### config.mk
export PLATFORM = sky130hd
export DESIGN_NAME = tool_lock_controller
export DESIGN_NICKNAME = d
export VERILOG_FILES = /design/src/design/tlc_pkg.sv /design/src/design/tool_lock_controller.sv
export SDC_FILE = /design/constraint.sdc
export NUM_CORES = 1
export LEC_CHECK = 0
export BUFFER_PORTS_ARGS = -buffer_cell sky130_fd_sc_hd__buf_2
export CAP_MARGIN = 0
export CORE_MARGIN = 4
export CORE_UTILIZATION = 41
export CTS_CLUSTER_DIAMETER = 50
export CTS_CLUSTER_SIZE = 24
export DETAILED_ROUTE_END_ITERATION = 10
export GPL_ROUTABILITY_DRIVEN = 0
export SKIP_CTS_REPAIR_TIMING = 1
export SYNTH_ARGS = -nofsm -noshare
export SYNTH_HDL_FRONTEND = slang
export SYNTH_SLANG_ARGS = --single-unit
export TNS_END_PERCENT = 30
### constraint.sdc
create_clock -name clk -period 5.4 [get_ports clk]
set_clock_uncertainty 0.1 [all_clocks]
set_input_delay 1.08 -clock clk [delete_from_list [all_inputs] [get_ports clk]]
set_output_delay 1.08 -clock clk [all_outputs]
set_load 0.03 [all_outputs]
### src/design/tlc_pkg.sv
`timescale 1ns / 1ps
// ----------------------------------------------------------------------------
// tlc_pkg
// Types and constants of the tool lock controller: mode codes, host
// command codes and the layouts of the input and result beats.
// ----------------------------------------------------------------------------
package tlc_pkg;

    // Lock controller mode
    typedef enum logic [1:0] {
        MODE_IDLE      = 2'd0,
        MODE_ATTACHED  = 2'd1,
        MODE_UNLOCKING = 2'd2
    } tlc_mode_t;

    // Host command codes
    localparam logic [7:0] OP_UNLOCK   = 8'd0;
    localparam logic [7:0] OP_LOCK     = 8'd1;
    localparam logic [7:0] OP_RAIL_ON  = 8'd2;
    localparam logic [7:0] OP_RAIL_OFF = 8'd3;

    // Unlock timeout after reset, in ms
    localparam logic [31:0] TIMEOUT_RESET_MS = 32'd5000;

    // Input beat payload, lowest field last
    typedef struct packed {
        logic [5:0]  pad;
        logic [31:0] now_ms;
        logic [15:0] sensed_tool_id;
        logic        tool_detected;
        logic        button_unlock;
        logic [7:0]  op;
    } tlc_in_t;

    // Result beat payload, lowest field last
    typedef struct packed {
        logic        pad;
        logic        detect_enable;
        logic        servo_locked;
        logic        rail_7v8;
        logic        rail_5v;
        logic [15:0] tool_id;
        logic        warning_flag;
        tlc_mode_t   mode_code;
    } tlc_out_t;

endpackage

### src/design/tool_lock_controller.sv
`timescale 1ns / 1ps
// ----------------------------------------------------------------------------
// tool_lock_controller
// Lock controller of a tool changer, advanced once per control tick beat.
// ----------------------------------------------------------------------------
// Usage:
//   The slave stream carries one control tick per beat: the optional host
//   command (tuser marks it valid), the unlock button, the tool sense, the
//   sensed tool id and the millisecond time. The master stream returns one
//   result beat per tick with the mode, the sticky warning, the cached tool
//   id and the rail, servo and detection enables after that tick.
//   cfg_wr_en/cfg_wr_data write the unlock timeout in ms; write it only
//   while no tick is in flight.
// Timing:
//   Two register stages: an input register and the state/result register.
//   Ticks pass the input register, then the state/result register; one tick
//   is taken every cycle unless the master stream stalls. State update: one
//   pass of compare-and-set logic, one 32-bit subtract/compare for timeout.
// Reset and stall:
//   Reset empties both stages, sets the timeout to 5000 ms, the mode to
//   idle and the servo to locked. While the master stream stalls, the
//   result beat holds; one more tick is taken into the input register and
//   tready then drops until the result is taken.
// ----------------------------------------------------------------------------
module tool_lock_controller
    import tlc_pkg::*;
(
    input  logic        clk,
    input  logic        rst_n,
    // Tick input
    input  logic        s_axis_tvalid,
    output logic        s_axis_tready,
    // op[7:0], button_unlock[8], tool_detected[9], sensed_tool_id[25:10],
    // now_ms[57:26], zero fill[63:58]
    input  logic [63:0] s_axis_tdata,
    // cmd_valid[0]
    input  logic        s_axis_tuser,
    // Result output
    output logic        m_axis_tvalid,
    input  logic        m_axis_tready,
    // mode_code[1:0], warning_flag[2], tool_id[18:3], rail_5v[19],
    // rail_7v8[20], servo_locked[21], detect_enable[22], zero fill[23]
    output logic [23:0] m_axis_tdata,
    // Unlock timeout register
    input  logic        cfg_wr_en,
    input  logic [31:0] cfg_wr_data
);

    typedef struct packed {
        tlc_mode_t   mode;
        logic        awaiting_tool;
        logic        expect_insertion;
        logic [31:0] unlock_start;
        logic        warning_sticky;
        logic [15:0] cached_id;
        logic        power_5v;
        logic        power_7v8;
        logic        servo_lock;
        logic        detect_on;
    } tlc_state_t;

    // Begin an unlock wait from idle or attached
    function automatic tlc_state_t start_unlock(tlc_state_t s, logic [31:0] now);
        tlc_state_t r;
        r = s;
        if (!s.awaiting_tool && (s.mode == MODE_IDLE || s.mode == MODE_ATTACHED))
        begin
            r.expect_insertion = (s.mode == MODE_IDLE);
            r.power_7v8        = 1'b0;
            r.power_5v         = 1'b1;
            r.servo_lock       = 1'b0;
            r.detect_on        = 1'b1;
            r.awaiting_tool    = 1'b1;
            r.unlock_start     = now;
            r.mode             = MODE_UNLOCKING;
        end
        return r;
    endfunction

    logic        in_valid_reg;
    logic        in_valid_next;
    logic        in_cmd_reg;
    tlc_in_t     in_data_reg;
    logic        out_valid_reg;
    logic        out_valid_next;
    logic        advance;
    logic        load_in;
    logic [31:0] timeout_reg;
    logic [31:0] elapsed;
    tlc_state_t  state_reg;
    tlc_state_t  state_next;
    tlc_out_t    result;

    // Pipeline flow control
    assign advance        = !out_valid_reg || m_axis_tready;
    assign s_axis_tready  = !in_valid_reg || advance;
    assign load_in        = s_axis_tvalid && s_axis_tready;
    assign in_valid_next  = s_axis_tready ? s_axis_tvalid : in_valid_reg;
    assign out_valid_next = advance ? in_valid_reg : out_valid_reg;

    // Hold the tick beat
    always_ff @(posedge clk or negedge rst_n)
    begin
        if (!rst_n)
        begin
            in_valid_reg <= 1'b0;
        end
        else
        begin
            in_valid_reg <= in_valid_next;
        end
    end

    always_ff @(posedge clk)
    begin
        if (load_in)
        begin
            in_cmd_reg  <= s_axis_tuser;
            in_data_reg <= tlc_in_t'(s_axis_tdata);
        end
    end

    // Take timeout writes
    always_ff @(posedge clk or negedge rst_n)
    begin
        if (!rst_n)
        begin
            timeout_reg <= TIMEOUT_RESET_MS;
        end
        else if (cfg_wr_en)
        begin
            timeout_reg <= cfg_wr_data;
        end
    end

    // Apply one tick: button, host command, wait resolution, tool loss
    always_comb
    begin
        state_next = state_reg;

        if (in_data_reg.button_unlock)
        begin
            state_next = start_unlock(state_next, in_data_reg.now_ms);
        end

        if (in_cmd_reg)
        begin
            case (in_data_reg.op)
                OP_UNLOCK:
                begin
                    state_next = start_unlock(state_next, in_data_reg.now_ms);
                end
                OP_LOCK:
                begin
                    state_next.servo_lock    = 1'b1;
                    state_next.awaiting_tool = 1'b0;
                    state_next.detect_on     = 1'b0;
                    if (in_data_reg.tool_detected)
                    begin
                        state_next.power_5v  = 1'b1;
                        state_next.power_7v8 = 1'b1;
                        state_next.mode      = MODE_ATTACHED;
                    end
                    else
                    begin
                        state_next.power_5v       = 1'b0;
                        state_next.power_7v8      = 1'b0;
                        state_next.mode           = MODE_IDLE;
                        state_next.warning_sticky = 1'b1;
                    end
                end
                OP_RAIL_ON:
                begin
                    state_next.power_7v8 = 1'b1;
                end
                OP_RAIL_OFF:
                begin
                    state_next.power_7v8 = 1'b0;
                end
                default:
                begin
                    state_next.power_7v8 = state_next.power_7v8;
                end
            endcase
        end

        // Measure the wait from a start that may have been set this tick
        elapsed = in_data_reg.now_ms - state_next.unlock_start;

        // Resolve a pending unlock wait
        if (state_next.awaiting_tool)
        begin
            if (state_next.expect_insertion && in_data_reg.tool_detected)
            begin
                state_next.cached_id      = in_data_reg.sensed_tool_id;
                state_next.servo_lock     = 1'b1;
                state_next.power_7v8      = 1'b1;
                state_next.power_5v       = 1'b0;
                state_next.awaiting_tool  = 1'b0;
                state_next.detect_on      = 1'b0;
                state_next.mode           = MODE_ATTACHED;
            end
            else if (!state_next.expect_insertion && !in_data_reg.tool_detected)
            begin
                state_next.cached_id      = 16'd0;
                state_next.servo_lock     = 1'b1;
                state_next.power_5v       = 1'b0;
                state_next.power_7v8      = 1'b0;
                state_next.awaiting_tool  = 1'b0;
                state_next.detect_on      = 1'b0;
                state_next.mode           = MODE_IDLE;
                state_next.warning_sticky = 1'b0;
            end
            else if (elapsed >= timeout_reg)
            begin
                // Relock; the timeout warning outlives the entry to idle
                state_next.servo_lock = 1'b1;
                state_next.power_5v   = 1'b0;
                if (state_next.expect_insertion)
                begin
                    state_next.power_7v8 = 1'b0;
                    state_next.mode      = MODE_IDLE;
                end
                else
                begin
                    state_next.power_7v8 = 1'b1;
                    state_next.mode      = MODE_ATTACHED;
                end
                state_next.warning_sticky = 1'b1;
                state_next.awaiting_tool  = 1'b0;
                state_next.detect_on      = 1'b0;
            end
        end

        // Drop to idle when the attached tool goes missing
        if (state_next.mode == MODE_ATTACHED && !in_data_reg.tool_detected &&
            !state_next.awaiting_tool)
        begin
            state_next.cached_id      = 16'd0;
            state_next.power_5v       = 1'b0;
            state_next.power_7v8      = 1'b0;
            state_next.servo_lock     = 1'b1;
            state_next.mode           = MODE_IDLE;
            state_next.warning_sticky = 1'b1;
        end
    end

    // Advance the state, which doubles as the result beat
    always_ff @(posedge clk or negedge rst_n)
    begin
        if (!rst_n)
        begin
            out_valid_reg              <= 1'b0;
            state_reg.mode             <= MODE_IDLE;
            state_reg.awaiting_tool    <= 1'b0;
            state_reg.expect_insertion <= 1'b1;
            state_reg.unlock_start     <= 32'd0;
            state_reg.warning_sticky   <= 1'b0;
            state_reg.cached_id        <= 16'd0;
            state_reg.power_5v         <= 1'b0;
            state_reg.power_7v8        <= 1'b0;
            state_reg.servo_lock       <= 1'b1;
            state_reg.detect_on        <= 1'b0;
        end
        else
        begin
            out_valid_reg <= out_valid_next;
            if (advance && in_valid_reg)
            begin
                state_reg <= state_next;
            end
        end
    end

    // Pack the result beat
    always_comb
    begin
        result.pad           = 1'b0;
        result.detect_enable = state_reg.detect_on;
        result.servo_locked  = state_reg.servo_lock;
        result.rail_7v8      = state_reg.power_7v8;
        result.rail_5v       = state_reg.power_5v;
        result.tool_id       = state_reg.cached_id;
        result.warning_flag  = state_reg.warning_sticky;
        result.mode_code     = state_reg.mode;
    end

    assign m_axis_tvalid = out_valid_reg;
    assign m_axis_tdata  = result;

endmodule

==> reports/qor.csv, run 1 <==
stage,metric,value,unit
synth,register area share after synthesis,0.4723,
sta,final number of setup-violating endpoints,24,
floorplan,Die W,152.8,um
clock_tree,clock transition at the registers of the reported paths,0.07,ns
drt,total length of routed wires,19.67,mm
synth,net count after synthesis,975,
final_layout,Storage cell area,4058,sq um
synth,number of synthesized flops with an enable pin,59,
synth,Synth Warn #,0,
worst_setup_path,Buf/Inv on CP,3,
floorplan,initial core utilization,0.4206,
final_layout,final cell count without fillers,1284,
flow_run,Max-cap violations,0,
worst_setup_path,Crit Path Class,reg2reg,
worst_setup_path,Top delay family on crit path,simple AND/OR/NAND/NOR gates,
worst_setup_path,CP peak stage delay,0.57,ns
placed_design,dpl cells,1241,
power,Power Dens Cells,603.3,nW/um^2
worst_setup_path,CP cell instances,or4b_4 > nor4_4 > buf_4 > o21ai_4 > mux2i_2 > ha_1 > a21oi_1 > nand2_1 > o211ai_1 > nand2_2 > buf_4 > a2111oi_4 > buf_4 > o311ai_1 > nand2_1 > xnor2_1 > ha_1 > nand4_1 > or4_4 > a211o_1 > or2_4 > a31o_4 > a21oi_4 > a221o_1,
power,leakage,5.189,nW
synth,post-synthesis cell type count,69,
global_route,antenna violations before repair,2,
sta,Fmax,166.5,MHz
floorplan,row count,52,
worst_setup_path,crit end category,flip-flop,
sta,Period minus WS final,6.007,ns
global_route,Total Routing Usage GR,0.1694,
drt,vias per cell,5.061,
drt,DR pass1 iterations,4,
worst_setup_path,CP most frequent cell,buf_4,
synth,Post-synth ARST share,0.6067,
status,violated checks,setup timing,
power,VDD IR max,0.0002545,V
clock_tree,Clock Tree Root,clkbuf_16,
floorplan,die area,23340,sq um
final_layout,Multi-input gate area,4193,sq um
floorplan,die height,152.8,um
sta,Setup TNS,-13.25,ns
worst_setup_path,RR Startpoint,in_data_reg[6]$_DFFE_PP_,
final_layout,max reg flops,58,
clock_tree,"Clk Latency, worst-skew pair",0.43,ns
floorplan,Core Box Area,20430,sq um
power,Sw Ratio,0.3861,
synth,"top cells by area, synth","dfrtp_1 24%, edfxtp_1 21%, ha_1 9.6%",
worst_hold_path,hold_sp,m_axis_tdata[0]$_DFFE_PN0P_,
worst_hold_path,Worst Hold Class,reg2reg,
power,Clk pwr share,0.193,
clock_tree,CTS tree,yes,
global_route,largest net degree at the start of global routing,64,
sta,Worst slew margin,0.3031,
synth,Post-Synthesis Cells,806,
power,internal power,4.023,mW
placed_design,post-DP HPWL,13.91,mm
worst_setup_path,CP Data Required Time,5.66,ns
final_layout,area grow syn2layout,26.42,%
placed_design,PortBufs,120,
synth,post-synth top area share,0.2446,
power,P_sw,2.530,mW
final_layout,Fill cells,1873,
worst_setup_path,CP max-delay cell,or4b_4,
worst_setup_path,worst setup path startpoint,in_data_reg[6]$_DFFE_PP_,
global_route,GRT Residual Overflow,0,
synth,top_reg_cell synth,dfrtp_1,
sta,actual slew at the worst max-slew pin,1.045,ns
placed_design,DP Area,10030,sq um
worst_setup_path,CP arrival,6.27,ns
clock_tree,cts bufs inserted,17,
status,status,"complete, but fails checks",
final_layout,Layout Nets,1170,
clock_tree,clk sinks,150,
final_layout,share of cells above drive strength 1,0.3383,
global_route,first-pass GRT wire length,32.13,mm
drt,DR WL/cell,15.32,um
sta,"Hold Vio Cnt, Final",0,
synth,post-synthesis cell type with the largest combined area,dfrtp_1,
power,Logic pwr share,0.569,
clock_tree,CTS max path bufs,2,
sta,final worst setup slack,-0.6067,ns
final_layout,final antenna diode count,0,
sta,RSZ-0062 raised after global routing,true,
sta,Final Max Tran Viols,0,
worst_setup_path,CP max FO,7,
floorplan,Top-Level Pins,128,
power,Flop pwr share,0.237,
drt,# DRC,0,
drt,DRT iter0 DRCs,254,
synth,mapped cell area,8592,sq um
global_route,vias in the first global route,6469,
worst_setup_path,CP Launch Type,flip-flop,
drt,remaining antenna violation count,0,
drt,routed vias,6498,
clock_tree,H-tree Lvls,4,
final_layout,Finished Cell Area,10860,sq um
synth,syn avg cell area,10.66,sq um
synth,#FFs+latches synth,150,
sta,Tcrit/Tclk final,1.112,
-- per-stage QoR --
step                power [mW]  hold slack, ns  setup WS, ns    util
floorplan                4.012          0.3284      -0.06511       -
global placement         5.056          0.3565       -0.5738  0.4911
detailed placement       5.110          0.3758       -0.6477  0.4911
CTS                      6.428          0.3811       -0.6782  0.5216
global route             7.120          0.4109       -0.8620  0.5317
finish                   6.553          0.3680       -0.6067  0.5317
-- cell usage in the layout, fill, tap and decap left out, types with 9 or more instances in the layout --
cell type | netlist | final
buf_2 | 2 | 119
buf_4 | 25 | 98
nand2_1 | 85 | 84
dfrtp_1 | 84 | 84
inv_1 | 68 | 68
ha_1 | 66 | 66
edfxtp_1 | 59 | 59
o21ai_0 | 53 | 44
nor2_1 | 33 | 33
a21oi_1 | 40 | 33
mux2_2 | 33 | 33
mux2i_1 | 32 | 30
a21o_1 | 28 | 28
xnor2_1 | 21 | 21
clkbuf_16 | 0 | 18
o221ai_1 | 17 | 12
nand4_1 | 10 | 10
nand3_1 | 9 | 9
-- area by class of cell --
| class | instances | area share |
|---|---|---|
| Clock buffer | 18 | 0.04147 |
| Tap cell | 270 | 0.03110 |
| Clock inverter | 14 | 0.01601 |
| Multi-Input combinational cell | 543 | 0.3860 |
| Timing Repair Buffer | 221 | 0.1283 |
| Sequential cell | 150 | 0.3736 |
| Inverter | 68 | 0.02350 |
-- synthesized netlist by cell type (all sizes together), types with 6 or more instances --
| library cell | number |
|---|---|
| nand2b | 9 |
| dfstp | 7 |
| mux2i | 32 |
| xnor2 | 21 |
| a21o | 28 |
| and2 | 7 |
| nand3 | 9 |
| nor2b | 6 |
| dfrtp | 84 |
| clkbuf | 18 |
| a21oi | 41 |
| nor2 | 36 |
| edfxtp | 59 |
| ha | 66 |
| o221ai | 17 |
| nand2 | 85 |
| o21ai | 58 |
| xor2 | 6 |
| inv | 68 |
| nand4 | 10 |
| buf | 28 |
| mux2 | 34 |
| and3 | 6 |
-- logic make-up (layout without fill, tap and decap cells) --
logic type                 after synthesis  in the layout  synth area share
DFF                                    150            150            0.4723
xor gates and xnor gates                27             27           0.02752
and+or+nand+nor                        192            192            0.1099
muxes                                   66             66           0.08228
AOI/OAI and AO/OA                      189            190            0.1472
adders and majority gates               67             67           0.09844
other                                    1              1         0.0004365
buffers and inverters                  114            321           0.06189
-- path summary, 6_finish.rpt --
check	to	slack, ns	cells after the start
worst min register to register	state_reg[53]$_DFFE_PN1P_	0.37	1
worst max-delay path	m_axis_tdata[21]$_DFFE_PN1P_	-0.61	24
worst max register to register	m_axis_tdata[21]$_DFFE_PN1P_	-0.61	24
worst min-delay path	state_reg[53]$_DFFE_PN1P_	0.37	1
min in group asynchronous	state_reg[34]$_DFFE_PN0P_	0.65	1
max in group asynchronous	m_axis_tdata[21]$_DFFE_PN1P_	3.59	2
-- routing by layer --
metal / wire [um] / GRT usage
met2: 9075 / 0.2738
met5: 22 / 0
met4: 252 / 0.04412
met3: 1032 / 0.04913
met1: 9290 / 0.2248
-- power by group through the flow --
stage	Sequential, mW	Clock [mW]	Combinational, mW
detailed placement	1.57	0	3.54
finish	1.56	1.27	3.73
global placement	1.57	0	3.49
global route	1.59	1.35	4.18
CTS	1.56	1.30	3.57
floorplan	1.55	0	2.46
No activity file was read; power rests on OpenSTA's default activity.
==> inputs of run 2 (changes only) <==
Settings changed: RECOVER_POWER from default to 50.
==> run 2 against run 1 <==
Net effect:
- the run ends with capacitance limit, slew limit, setup timing left
- die area stayed put
- fmax hardly changed
- sequential power hardly changed
- critical endpoint unchanged
- core utilization hardly changed
- hold slack hardly changed
- clock power hardly changed
- setup slack hardly changed
- first-iteration DRC count is 0.79% higher
==> reports/qor.csv, run 2 (synthesis gave the netlist of run 1 again) <==
stage,metric,value,unit,change
status,status,"complete, but fails checks",,
status,violated checks,"capacitance limit, slew limit, setup timing",,
final_layout,max reg flops,58,,unchanged
clock_tree,clk sinks,150,,unchanged
clock_tree,"Clk Latency, worst-skew pair",0.43,ns,about the same
worst_setup_path,crit end category,flip-flop,,
final_layout,final antenna diode count,0,,unchanged
floorplan,die height,152.8,um,unchanged
global_route,antenna violations before repair,2,,unchanged
floorplan,die area,23340,sq um,unchanged
sta,actual slew at the worst max-slew pin,3.669,ns,+2.624 ns
drt,total length of routed wires,19.67,mm,about the same
sta,final number of setup-violating endpoints,24,,unchanged
drt,routed vias,6493,,-0.077%
clock_tree,Clock Tree Root,clkbuf_16,,
drt,# DRC,0,,unchanged
final_layout,Final Util,0.5312,,about the same
power,Clk pwr share,0.193,,about the same
final_layout,share of cells above drive strength 1,0.3343,,-0.003945
sta,Fmax,166.5,MHz,about the same
drt,vias per cell,5.057,,about the same
drt,DRT iter0 DRCs,256,,+0.79%
global_route,first-pass GRT wire length,32.13,mm,unchanged
final_layout,most frequent cells in the layout,"117 x buf_2, 96 x buf_4, 84 x nand2_1, 84 x dfrtp_1, 68 x inv_1",,
floorplan,Die W,152.8,um,unchanged
clock_tree,cts bufs inserted,17,,unchanged
sta,Period minus WS final,6.006,ns,-0.0003610 ns
global_route,vias in the first global route,6469,,unchanged
worst_setup_path,CP arrival,6.27,ns,about the same
sta,"Hold Vio Cnt, Final",0,,unchanged
global_route,GRT Residual Overflow,0,,unchanged
floorplan,Top-Level Pins,128,,unchanged
sta,RSZ-0062 raised after global routing,true,,
floorplan,row count,52,,unchanged
power,Sw Ratio,0.3861,,about the same
clock_tree,clock transition at the registers of the reported paths,0.07,ns,about the same
drt,DR WL/cell,15.32,um,about the same
global_route,largest net degree at the start of global routing,64,,unchanged
final_layout,"most common cell after layout, fill and taps aside",buf_2,,
sta,Worst slew margin,-1.446,,-1.749
power,Power Dens Cells,604.0,nW/um^2,+0.11%
clock_tree,CTS tree,yes,,
flow_run,Max-cap violations,2,,+2
global_route,Total Routing Usage GR,0.1694,,unchanged
placed_design,PortBufs,120,,unchanged
final_layout,area grow syn2layout,26.30,%,about the same
power,power consumption,6.554,mW,about the same
power,VDD IR max,0.0002545,V,about the same
floorplan,initial core utilization,0.4206,,unchanged
final_layout,Layout Nets,1170,,unchanged
sta,Setup TNS,-13.26,ns,-0.003900 ns
worst_hold_path,Worst Hold Class,reg2reg,,
power,Flop pwr share,0.238,,about the same
sta,Final Max Tran Viols,127,,+127
drt,DR pass1 iterations,4,,unchanged
worst_setup_path,FF-to-FF setup slack,-0.61,ns,about the same
power,internal power,4.024,mW,about the same
clock_tree,CTS max path bufs,2,,unchanged
sta,final worst setup slack,-0.6063,ns,+0.0003610 ns
power,P_sw,2.531,mW,about the same
power,Logic pwr share,0.569,,about the same
worst_setup_path,CP max FO,7,,unchanged
worst_setup_path,CP Launch Type,flip-flop,,
placed_design,post-DP HPWL,13.91,mm,unchanged
worst_setup_path,Crit Path Class,reg2reg,,
worst_setup_path,CP Data Required Time,5.66,ns,about the same
sta,Tcrit/Tclk final,1.112,,about the same
clock_tree,H-tree Lvls,4,,unchanged
drt,remaining antenna violation count,0,,unchanged
floorplan,Core Box Area,20430,sq um,unchanged
power,leakage,5.176,nW,-0.25%
run 2: changes by cell type in the layout (fill, tap and decap cells not counted):
cell / previous run / this run
clkbuf_1: 0 / 4
buf_2: 119 / 117
buf_4: 98 / 96
run 2: critical path, cell delays in order, from the launching register on:
cell       delay [ns]
edfxtp_1         0.37
or4b_4           0.57
nor4_4           0.21
buf_4            0.19
o21ai_4          0.13
mux2i_2          0.21
ha_1             0.32
a21oi_1          0.23
nand2_1          0.11
o211ai_1         0.28
nand2_2          0.10
buf_4            0.16
a2111oi_4        0.36
buf_4            0.18
o311ai_1         0.09
nand2_1          0.10
xnor2_1          0.07
ha_1             0.30
nand4_1          0.13
or4_4            0.57
a211o_1          0.30
or2_4            0.29
a31o_4           0.24
a21oi_4          0.18
a221o_1          0.14
run 2: layout make-up:
type | instances | area, sq um
Timing Repair Buffer | 221 | 1384
Multi-Input combinational cell | 543 | 4193
Tap cell | 270 | 337.8
Clock buffer | 18 | 450.4
Fill cell | 1878 | 9578
Inverter | 68 | 255.2
Clock inverter | 14 | 173.9
Sequential cell | 150 | 4058
run 2: stage by stage:
| step | cell area, sq um | setup WS [ns] | hold WS (ns) | cells |
|---|---|---|---|---|
| 5_1_grt | 10850 | -0.8620 | 0.4109 | 1284 |
| 2_1_floorplan | 8690 | -0.06511 | 0.3284 | 806 |
| 4_1_cts | 10660 | -0.6782 | 0.3811 | 1273 |
| 6_report | 10850 | -0.6063 | 0.3680 | 1284 |
| 3_3_place_gp | 10030 | -0.5738 | 0.3565 | 1241 |
| 3_5_place_dp | 10030 | -0.6477 | 0.3758 | 1241 |
run 2: per-layer routing:
metal	wire, um	global-route usage	share of wire
met3	1043	0.04913	0.053
met2	9065	0.2738	0.46
met5	22	0	0.0011
met1	9289	0.2248	0.47
met4	252	0.04412	0.013
run 2: worst paths after layout:
kind,startpoint,end,cells after the start
worst min register to register,m_axis_tdata[0]$_DFFE_PN0P_,state_reg[53]$_DFFE_PN1P_,1
max in group asynchronous,rst_n,state_reg[43]$_DFFE_PN0P_,1
worst min-delay path,m_axis_tdata[0]$_DFFE_PN0P_,state_reg[53]$_DFFE_PN1P_,1
min in group asynchronous,rst_n,state_reg[34]$_DFFE_PN0P_,1
worst max-delay path,in_data_reg[6]$_DFFE_PP_,m_axis_tdata[21]$_DFFE_PN1P_,24
worst max register to register,in_data_reg[6]$_DFFE_PP_,m_axis_tdata[21]$_DFFE_PN1P_,24
run 2: power groups by stage:
stage / sequential, mW / clock (mW) / combinational [mW]
after floorplan: 1.55 / 0 / 2.46
after global placement: 1.57 / 0 / 3.49
after detailed placement: 1.57 / 0 / 3.54
after CTS: 1.56 / 1.30 / 3.57
after global routing: 1.59 / 1.35 / 4.18
final: 1.56 / 1.27 / 3.73
==> inputs of run 3 (changes only) <==
Settings changed: BUFFER_PORTS_ARGS -buffer_cell sky130_fd_sc_hd__buf_2 to -buffer_cell sky130_fd_sc_hd__buf_4.
==> run 3 against run 2 <==
Net effect:
- the flow still finishes with violations (capacitance limit, slew limit, setup timing)
- count of clock-buffer cells in the layout unchanged
- clock power about the same
- hold slack worse by 0.014 ns
- fmax up 2.5%
- die area unchanged
- via count up 0.86%
- critical path depth unchanged
- critical endpoint is now m_axis_tdata[17]$_DFFE_PN0P_
==> reports/qor.csv, run 3 (synthesis gave the netlist of run 1 again) <==
stage,metric,value,unit,change
drt,routed vias,6549,,+0.86%
final_layout,Layout Nets,1169,,-0.085%
power,Power Dens Cells,595.5,nW/um^2,-1.4%
drt,Max Used Layer,met5,,
clock_tree,Clock Tree Root,clkbuf_16,,
power,internal power,4.117,mW,+2.3%
sta,Worst slew margin,-1.276,,+0.1695
worst_setup_path,crit end category,flip-flop,,
clock_tree,"Clk Latency, worst-skew pair",0.43,ns,about the same
final_layout,area grow syn2layout,30.67,%,
final_layout,final cell count without fillers,1283,,-0.078%
clock_tree,clk sinks,150,,unchanged
drt,# DRC,0,,unchanged
drt,remaining antenna violation count,0,,unchanged
final_layout,max reg flops,58,,unchanged
sta,"Hold Vio Cnt, Final",0,,unchanged
global_route,antenna violations before repair,1,,-1
status,status,"complete, but fails checks",,
clock_tree,CTS max path bufs,2,,unchanged
global_route,Total Routing Usage GR,0.1687,,-0.0006635
placed_design,dpl cells,1244,,+0.24%
sta,Final Max Tran Viols,128,,+0.79%
placed_design,post-DP HPWL,14.06,mm,+1.1%
drt,vias per cell,5.104,,+0.94%
worst_setup_path,CP arrival,6.05,ns,-0.22 ns
sta,final worst setup slack,-0.4603,ns,+0.1460 ns
drt,Met1 Wirelength,8.896,mm,-4.2%
global_route,GRT Residual Overflow,0,,unchanged
sta,RSZ-0062 raised after global routing,true,,
power,leakage,5.306,nW,+2.5%
drt,DR WL/cell,15.11,um,-1.4%
floorplan,row count,52,,unchanged
final_layout,most frequent cells in the layout,"151 x buf_4, 84 x nand2_1, 84 x dfrtp_1",,
global_route,first-pass GRT wire length,32.35,mm,+0.69%
floorplan,Top-Level Pins,128,,unchanged
sta,Tcrit/Tclk final,1.085,,-0.02703
final_layout,final antenna diode count,0,,unchanged
final_layout,"most common cell after layout, fill and taps aside",buf_4,,
status,violated checks,"capacitance limit, slew limit, setup timing",,
clock_tree,H-tree Lvls,4,,unchanged
clock_tree,CTS tree,yes,,
power,power consumption,6.686,mW,+2.0%
power,VDD IR max,0.0002452,V,-3.7%
worst_setup_path,CP Launch Type,flip-flop,,
clock_tree,cts bufs inserted,17,,unchanged
drt,total length of routed wires,19.39,mm,-1.5%
final_layout,share of cells above drive strength 1,0.3425,,+0.008227
floorplan,die area,23340,sq um,unchanged
placed_design,dpl ws,-0.6510,ns,-0.003281 ns
clock_tree,clock transition at the registers of the reported paths,0.07,ns,about the same
drt,DR pass1 iterations,4,,unchanged
floorplan,Die W,152.8,um,unchanged
worst_setup_path,CP max FO,13,,+6
sta,Fmax,170.6,MHz,+2.5%
power,Flop pwr share,0.234,,-0.004
placed_design,PortBufs,120,,unchanged
drt,metal2 WL,9.114,mm,+0.54%
flow_run,Max-cap violations,2,,unchanged
power,Clk pwr share,0.187,,-0.006
worst_setup_path,CP Data Required Time,5.59,ns,-0.07 ns
sta,hold_ws,0.3538,ns,-0.01419 ns
floorplan,Core Box Area,20430,sq um,unchanged
floorplan,initial core utilization,0.4206,,unchanged
sta,final number of setup-violating endpoints,24,,unchanged
worst_setup_path,Crit Path Class,reg2reg,,
global_route,largest net degree at the start of global routing,64,,unchanged
drt,met3 wire len,1.106,mm,+6.0%
global_route,vias in the first global route,6616,,+2.3%
sta,actual slew at the worst max-slew pin,3.415,ns,-0.2542 ns
power,P_sw,2.568,mW,+1.5%
drt,DRT iter0 DRCs,327,,+28%
power,Sw Ratio,0.3841,,-0.001945
floorplan,die height,152.8,um,unchanged
worst_hold_path,Worst Hold Class,reg2reg,,
sta,Period minus WS final,5.860,ns,-0.1460 ns
power,Logic pwr share,0.579,,+0.010
run 3: worst paths after layout:
check | cells past startpoint | slack [ns] | start | to
setup / recovery | 24 | -0.46 | in_data_reg[6]$_DFFE_PP_ | m_axis_tdata[17]$_DFFE_PN0P_
hold / removal | 1 | 0.35 | m_axis_tdata[0]$_DFFE_PN0P_ | state_reg[53]$_DFFE_PN1P_
setup reg to reg | 24 | -0.46 | in_data_reg[6]$_DFFE_PP_ | m_axis_tdata[17]$_DFFE_PN0P_
hold reg to reg | 1 | 0.35 | m_axis_tdata[0]$_DFFE_PN0P_ | state_reg[53]$_DFFE_PN1P_
max in group asynchronous | 1 | 1.58 | rst_n | timeout_reg[29]$_DFFE_PN0P_
min in group asynchronous | 1 | 1.71 | rst_n | timeout_reg[11]$_DFFE_PN0P_
run 3: routing by layer:
metal | vias up | global-route usage
li1 | 3255 | -
met1 | 3139 | 0.2231
met2 | 132 | 0.2767
met3 | 21 | 0.04573
met4 | 2 | 0.04243
met5 | - | 0
run 3: stage by stage:
| step | utilization | TNS, ns | area, sq um |
|---|---|---|---|
| finish | 0.5495 | -9.556 | 11230 |
| global route | 0.5495 | -17.42 | 11230 |
| CTS | 0.5377 | -14.27 | 10980 |
| detailed placement | 0.5073 | -13.88 | 10360 |
| global placement | 0.5073 | -12.02 | 10360 |
| floorplan | - | -0.7205 | 8690 |
run 3: power groups by stage:
stage	clock [mW]	sequential, mW	combinational (mW)
3_5_place_dp	0	1.58	3.62
3_3_place_gp	0	1.57	3.56
2_1_floorplan	0	1.55	2.46
6_report	1.25	1.56	3.87
5_1_grt	1.34	1.59	4.32
4_1_cts	1.28	1.56	3.65
run 3: final cells by class:
type | count | area (sq um)
Inverter | 68 | 255.2
Timing Repair Buffer | 221 | 1732
Multi-Input combinational cell | 542 | 4225
Sequential cell | 150 | 4058
Tap cell | 270 | 337.8
Clock buffer | 18 | 450.4
Fill cell | 1856 | 9203
Clock inverter | 14 | 168.9
run 3: worst max-delay path, stage by stage (launching register included):
cell and delay [ns]:
edfxtp_1 0.36, or4b_4 0.56, nor4_4 0.20, o21ai_4 0.13
buf_12 0.16, buf_12 0.15, mux2i_1 0.12, ha_1 0.33
buf_4 0.16, a21o_1 0.16, a221o_1 0.35, a41oi_2 0.19
o211ai_1 0.15, buf_4 0.17, nand4_1 0.07, nand4bb_1 0.14
ha_1 0.32, nand4_1 0.13, or4_4 0.58, a211o_1 0.30
o21ai_2 0.19, o21ai_4 0.10, nor2_4 0.24, buf_12 0.17
o221ai_1 0.13
